`src/rtl/core/srag_pkg.sv`:
```
// ----------------------------------------------------------------------------
// Strip rotate address generator package
// Shared constants, register codes, types and helpers for the rotation block.
// ----------------------------------------------------------------------------
package srag_pkg;

	localparam int STRIP_WIDTH     = 48;
	localparam int PORTRAIT_WIDTH  = 320;
	localparam int LANDSCAPE_WIDTH = 480;

	localparam int PIX_W     = 16;
	localparam int ADDR_W    = 14;
	localparam int COL_W     = 9;
	localparam int OFF_W     = 6;
	localparam int ROW_W     = 9;
	localparam int PADDR_W   = 3;
	localparam int PDATA_W   = 32;

	localparam logic [COL_W-1:0] COL_MAX        = COL_W'(LANDSCAPE_WIDTH - 1);
	localparam logic [COL_W-1:0] FIRST_COL_RST  = '0;
	localparam logic [COL_W-1:0] LAST_COL_RST   = COL_W'(LANDSCAPE_WIDTH - 1);

	typedef enum logic {
		REG_FIRST_COL = 1'b0,
		REG_LAST_COL  = 1'b1
	} reg_idx_t;

	typedef struct packed {
		logic [COL_W-1:0] first;
		logic [COL_W-1:0] last;
		logic             restart;
	} cfg_ctrl_t;

	function automatic logic [COL_W-1:0] clamp_col(input logic [COL_W-1:0] c);
		return (c > COL_MAX) ? COL_MAX : c;
	endfunction

endpackage

```
`src/rtl/core/srag_cfg.sv`:
```
// ----------------------------------------------------------------------------
// Configuration registers
// APB register file for the area columns, with saturation and restart pulse.
// ----------------------------------------------------------------------------
module srag_cfg
	import srag_pkg::*;
(
	input  logic               clk,
	input  logic               arst_n,
	input  logic               psel,
	input  logic               penable,
	input  logic               pwrite,
	input  logic [PADDR_W-1:0] paddr,
	input  logic [PDATA_W-1:0] pwdata,
	output logic [PDATA_W-1:0] prdata,
	output logic               pready,
	output cfg_ctrl_t          cfg
);

	logic [COL_W-1:0] first_col_q;
	logic [COL_W-1:0] last_col_q;
	logic             restart_q;
	logic             wr_en;
	reg_idx_t         reg_idx;
	logic [COL_W-1:0] first_eff;
	logic [COL_W-1:0] last_clamp;

	assign pready  = 1'b1;
	assign wr_en   = psel & penable & pwrite;
	assign reg_idx = reg_idx_t'(paddr[2]);

	always_ff @(posedge clk or negedge arst_n) begin
		if (!arst_n) begin
			first_col_q <= FIRST_COL_RST;
			last_col_q  <= LAST_COL_RST;
			restart_q   <= 1'b0;
		end else begin
			restart_q <= wr_en;
			if (wr_en) begin
				unique case (reg_idx)
					REG_FIRST_COL: first_col_q <= pwdata[COL_W-1:0];
					REG_LAST_COL:  last_col_q  <= pwdata[COL_W-1:0];
					default:       first_col_q <= first_col_q;
				endcase
			end
		end
	end

	always_comb begin
		unique case (reg_idx)
			REG_FIRST_COL: prdata = PDATA_W'(first_col_q);
			REG_LAST_COL:  prdata = PDATA_W'(last_col_q);
			default:       prdata = '0;
		endcase
	end

	assign first_eff   = clamp_col(first_col_q);
	assign last_clamp  = clamp_col(last_col_q);
	assign cfg.first   = first_eff;
	assign cfg.last    = (last_clamp < first_eff) ? first_eff : last_clamp;
	assign cfg.restart = restart_q;

endmodule

```
`config.mk`:
```
export PLATFORM = sky130hd
export DESIGN_NAME = srag_cfg
export DESIGN_NICKNAME = d
export VERILOG_FILES = /design/src/rtl/core/srag_pkg.sv /design/src/rtl/core/srag_cfg.sv
export SDC_FILE = /design/constraint.sdc
export NUM_CORES = 1
export LEC_CHECK = 0
export CORE_UTILIZATION = 56
export CTS_CLUSTER_SIZE = 20
export DETAILED_ROUTE_END_ITERATION = 12
export DONT_BUFFER_PORTS = 1
export GPL_ROUTABILITY_DRIVEN = 0
export PLACE_DENSITY = 0.72
export SLEW_MARGIN = 25
export SYNTH_ARGS = -nofsm -noshare
export SYNTH_HDL_FRONTEND = slang
export SYNTH_SLANG_ARGS = --single-unit
export TNS_END_PERCENT = 5
```
`constraint.sdc`:
```
create_clock -name clk -period 2.9 [get_ports clk]
set_input_delay 0.58 -clock clk [delete_from_list [all_inputs] [get_ports clk]]
set_output_delay 0.58 -clock clk [all_outputs]
set_load 0.02 [all_outputs]
```
Yosys cells after proc, flatten, opt, wreduce, memory -nomap -nowiden
Cells that the tools add are included.
Cells by class
  $lt $le $gt $ge: 3
  mux-type cells: 4
  bitwise logic cells: 3
  reductions and logical operators: 2
Operator list (count)
  $pmux 32 s2: 1
  $mux 9: 3
  $gt 9x9->1 const B: 2
  $lt 9x9->1: 1
  $reduce_and 2->1: 2
  $and 1x1->1: 2
  $not 1->1: 1
Storage, ports and cells
  flip-flop bits (word level): 19
  bits of input ports: 40
  word-level logic and storage cells: 15

Logic depth before layout (Yosys ltp)
  depth after elaboration: 4
  depth in mapped cells: 8
  gate-level depth less buffers: 7

Worst setup path before layout
No wires, ideal clock.
  path type: reg2out
  from: register first_col_q[6]
  to: output port cfg[1] (netlist bit)
  data arrival time: 2.469 ns
  required time: 2.320 ns
  setup slack: -0.149 ns
  cell stages (with the launch flop): 9
  cells stage by stage: dfrtp_1 > and4_1 > buf_4 > nor2_1 > ha_1 > a21oi_1 > o21ai_0 > a2111oi_4 > mux2i_1
RTL lines
  start, declared: line srag_cfg.sv:20  | logic [COL_W-1:0] first_col_q;
  start signal, assigned: line srag_cfg.sv:41  | REG_FIRST_COL: first_col_q <= pwdata[COL_W-1:0];
  start signal, assigned: line srag_cfg.sv:43  | default: first_col_q <= first_col_q;
  end, declared: line srag_cfg.sv:17  | output cfg_ctrl_t cfg

==> load_flow_metrics.sql <==
INSERT INTO impl_metrics (metric_group, metric, value, unit) VALUES
('routing', 'number_of_vias_per_cell_after_detailed_routing', '5.39', ''),
('sta', 'post-route-worst-setup-slack', '-269', 'ps'),
('placed_design', 'numPlacedInstances', '177', ''),
('setup_path', 'critPathLaunchType', 'flip-flop', ''),
('cells_and_area', 'layout-drive-gt1-share', '55.8', '%'),
('setup_path', 'timing.critical_path.slowest_cell_delay', '550', 'ps'),
('floorplan', 'initial_utilization', '59.1', '%'),
('floorplan', 'fp.dieW', '52.9', 'µm'),
('clock_tree', 'insertion_delay_to_the_later_sink_of_the_worst_skew_pair', '280', 'ps'),
('run', 'drv.max_cap_violation_count', '0', ''),
('setup_path', 'worst_path_max_delay_cell', 'dfstp_2', ''),
('synthesis', 'postSynthRegisterBits', '19', ''),
('clock_tree', 'htree_num_levels', '1', ''),
('routing', 'detailedRoute.firstIterationViolations', '4', ''),
('floorplan', 'die_h', '52.9', 'µm'),
('clock_tree', 'cts_buffers', '3', ''),
('floorplan', 'floorplan.core_area', '2450', 'µm²'),
('cells_and_area', 'finalNetCount', '203', ''),
('synthesis', 'yosysUniqueCellTypes', '26', ''),
('cells_and_area', 'synthToLayoutAreaGrowth', '16.4', '%'),
('sta', 'slew_viol_final', '0', ''),
('clock_tree', 'tritoncts', 'built', ''),
('grt', 'total_global_routing_track_utilization', '24.0', '%'),
('power_and_ir_drop', 'peakVddDrop', '0.549', 'mV'),
('setup_path', 'cp_data_arrival_time', '2590', 'ps'),
('sta', 'finalCriticalPeriod', '3170', 'ps'),
('sta', 'timing.final.hold_violations', '0', ''),
('sta', 'max_freq', '316', 'MHz'),
('synthesis', 'seq_area_frac_synth', '33.5', '%'),
('synthesis', 'post_synth_main_area_contributors', 'mux2_2, dfrtp_1, dfstp_2', ''),
('clock_tree', 'ctsRootBufferMaster', 'clkbuf_4', ''),
('sta', 'setup_viol', '9', ''),
('setup_path', 'path_cells', 'nand4_1 -> buf_6 -> nand2b_4 -> ha_4 -> a21oi_2 -> o21ai_2 -> a2111oi_4 -> buf_6 -> mux2i_2 -> buf_4', ''),
('sta', 'final.period_utilization', '109', '%'),
('cells_and_area', 'fillers', '189', ''),
('sta', 'relSlewSlack', '56.3', '%'),
('clock_tree', 'cts_num_sinks', '19', ''),
('setup_path', 'critical_path_class', 'reg -> out', ''),
('routing', 'antenna_violating_nets_post_route', '0', ''),
('routing', 'detailroute.via_count', '992', ''),
('cells_and_area', 'area_taken_by_multi_input_logic_gates', '928', 'µm²'),
('power_and_ir_drop', 'pwr_density_cell', '843', 'nW/µm²'),
('clock_tree', 'worst_setup_hold_path_clk_slew', '100', 'ps'),
('sta', 'rsz0062_at_grt', 'true', ''),
('setup_path', 'critical_path.max_fanout', '6', ''),
('synthesis', 'postSynthAreaPerCell', '10.4', 'µm²'),
('synthesis', 'syn-cell-area', '1450', 'µm²'),
('sta', 'finalClockSkew', '0', 'ps'),
('routing', 'detail_route.first_pass.iterations', '3', ''),
('routing', 'routedWlPerCell', '16.2', 'µm'),
('setup_path', 'crit_path_end_kind', 'output port', ''),
('clock_tree', 'buffer_levels_on_the_longest_clock_path', '2', ''),
('grt', 'first_global_vias', '1024', ''),
('setup_path', 'worst-endpoint-required', '2320', 'ps'),
('placed_design', 'port_buffers', '0', ''),
('grt', 'grt_max_degree', '15', ''),
('sta', 'tightest_slew', '648', 'ps'),
('cells_and_area', 'diodes', '0', ''),
('synthesis', 'synth_cells', '140', ''),
('outcome', 'run_status', 'complete, but fails checks', ''),
('synthesis', 'synth_top_cell_by_area', 'mux2_2', ''),
('min_path', 'holdCritPathClass', 'in -> async', ''),
('synthesis', 'share_of_yosys_cell_area_claimed_by_the_top_area_cell_type', '24.8', '%'),
('setup_path', 'crit_path_frequent_cell', 'buf_6', ''),
('placed_design', 'place.detailed.hpwl', '2.12', 'mm'),
('cells_and_area', 'seqCellArea', '485', 'µm²'),
('routing', 'route.final.wire_length', '2.98', 'mm'),
('floorplan', 'fp-row-count', '18', ''),
('sta', 'final.setup.tns', '-2090', 'ps'),
('routing', 'detail_route.drc_violations', '0', ''),
('floorplan', 'top_level_ports', '92', ''),
('floorplan', 'dieArea', '2800', 'µm²'),
('synthesis', 'ys_warn_count', '0', ''),
('outcome', 'failed_checks', 'setup timing', ''),
('grt', 'gr_ovfl_total', '0', ''),
('cells_and_area', 'finalNonFillerCells', '184', ''),
('grt', 'grt_first_pass_wirelength', '4.71', 'mm'),
('grt', 'antenna_found_initial', '0', ''),
('power_and_ir_drop', 'leakage', '0.000812', 'µW');
==> where the power goes <==
group	total [µW]	switching, µW	internal (µW)	leakage (µW)
combinational	915	494	420	0.000577
clock	126	75.1	51.2	0.0000177
sequential	381	42.4	339	0.000217
==> placed cells by master (no fill, tap or decap), types with 2 or more instances in the layout <==
cell type	Yosys	routed
dfstp_2	8	8
buf_4	26	19
nand2b_1	6	2
o21ai_0	4	3
nor2_1	4	2
nand4_1	3	3
nor2_2	1	3
inv_1	8	8
buf_6	0	2
mux2_2	32	24
conb_1	2	24
nand2_1	5	5
ha_1	8	4
ha_4	0	4
and4_4	0	2
mux2_4	0	8
clkbuf_4	0	3
nand2b_4	0	4
dfrtp_1	11	11
==> routing by layer <==
metal	track usage [%]	vias to the layer above	part of all wire, %
li1	-	456	-
met1	27.2	487	39
met2	43.5	44	53
met3	4.02	5	6.1
met4	11.0	0	1.1
met5	0	-	0
==> what timing repair did <==
action,4_1_cts,5_1_grt
setup buffers,2,0
pin swaps,7,3
hold buffers,1,0
hold endpoints to repair,11,0
resized for setup,27,2
endpoints found under the setup margin,9,9
==> worst max-delay path, delay by kind of cell (launching register included) <==
family          cells  cell delay [ps]
buf+inv             3              550
flops               1              550
fa+ha+maj           1              200
mux                 1              220
simple gates        2              230
compound gates      3              550
==> registers in the layout, summed over array words and instances, names as in the netlist <==
name         count
first_col_q      9
last_col_q       9
restart_q        1
==> cells by family (layout without fill, tap and decap cells) <==
| family | after synthesis | after routing | share of synthesized area, % |
|---|---|---|---|
| buffers and inverters | 43 | 35 | 18.2 |
| muxes | 33 | 33 | 25.5 |
| and+or+nand+nor | 24 | 24 | 9.06 |
| DFF | 19 | 19 | 33.5 |
| AOI/OAI and AO/OA | 11 | 11 | 6.30 |
| adders and majority gates | 8 | 8 | 6.90 |
| other | 2 | 24 | 0.518 |
==> layout make-up <==
cell class | instances | area share [%]
inverter | 9 | 2.00
timing repair buffer | 22 | 10.4
tap | 30 | 2.22
clock buffer | 3 | 1.33
multi-input combinational | 100 | 55.0
sequential | 19 | 28.8
clock inverter | 1 | 0.297
==> synth_stat cells, drive strengths merged <==
| library cell | n |
|---|---|
| nand2 | 5 |
| a211oi | 1 |
| nand2b | 6 |
| dfstp | 8 |
| a2111oi | 1 |
| mux2i | 1 |
| a21boi | 1 |
| ha | 8 |
| buf | 26 |
| a21oi | 3 |
| nand4 | 3 |
| nor2 | 5 |
| inv | 9 |
| conb | 2 |
| nand3 | 1 |
| o21ai | 4 |
| dlygate4sd1 | 1 |
| a41oi | 1 |
| clkbuf | 7 |
| dfrtp | 11 |
| and4 | 2 |
| and2 | 1 |
| and3 | 1 |
| mux2 | 32 |
==> worst paths after layout <==
path	depth (start not counted)	from	slack, ps	endpoint
max	10	last_col_q[8]$_DFFE_PN1P_	-270	cfg[1]
min	0	arst_n	120	last_col_q[3]$_DFFE_PN1P_
max reg2reg	2	first_col_q[7]$_DFFE_PN0P_	1970	first_col_q[7]$_DFFE_PN0P_
min reg2reg	1	first_col_q[3]$_DFFE_PN0P_	570	first_col_q[3]$_DFFE_PN0P_
max in group asynchronous	1	arst_n	1860	first_col_q[6]$_DFFE_PN0P_
min in group clk	1	pwdata[2]	430	first_col_q[2]$_DFFE_PN0P_
==> through the flow <==
stage / cell area (µm²) / total power, µW / utilization [%] / worst slack, ps / hold slack (ps)
finish: 1690 / 1420 / 68.8 / -269 / 119
global route: 1690 / 1510 / 68.8 / -391 / 92.5
detailed placement: 1490 / 1110 / 60.6 / -187 / 285
floorplan: 1540 / 961 / - / -129 / 284
global placement: 1490 / 1090 / 60.6 / -157 / 285
CTS: 1680 / 1390 / 68.3 / -242 / 111
Note: power is estimated with default switching activity, not from simulation.
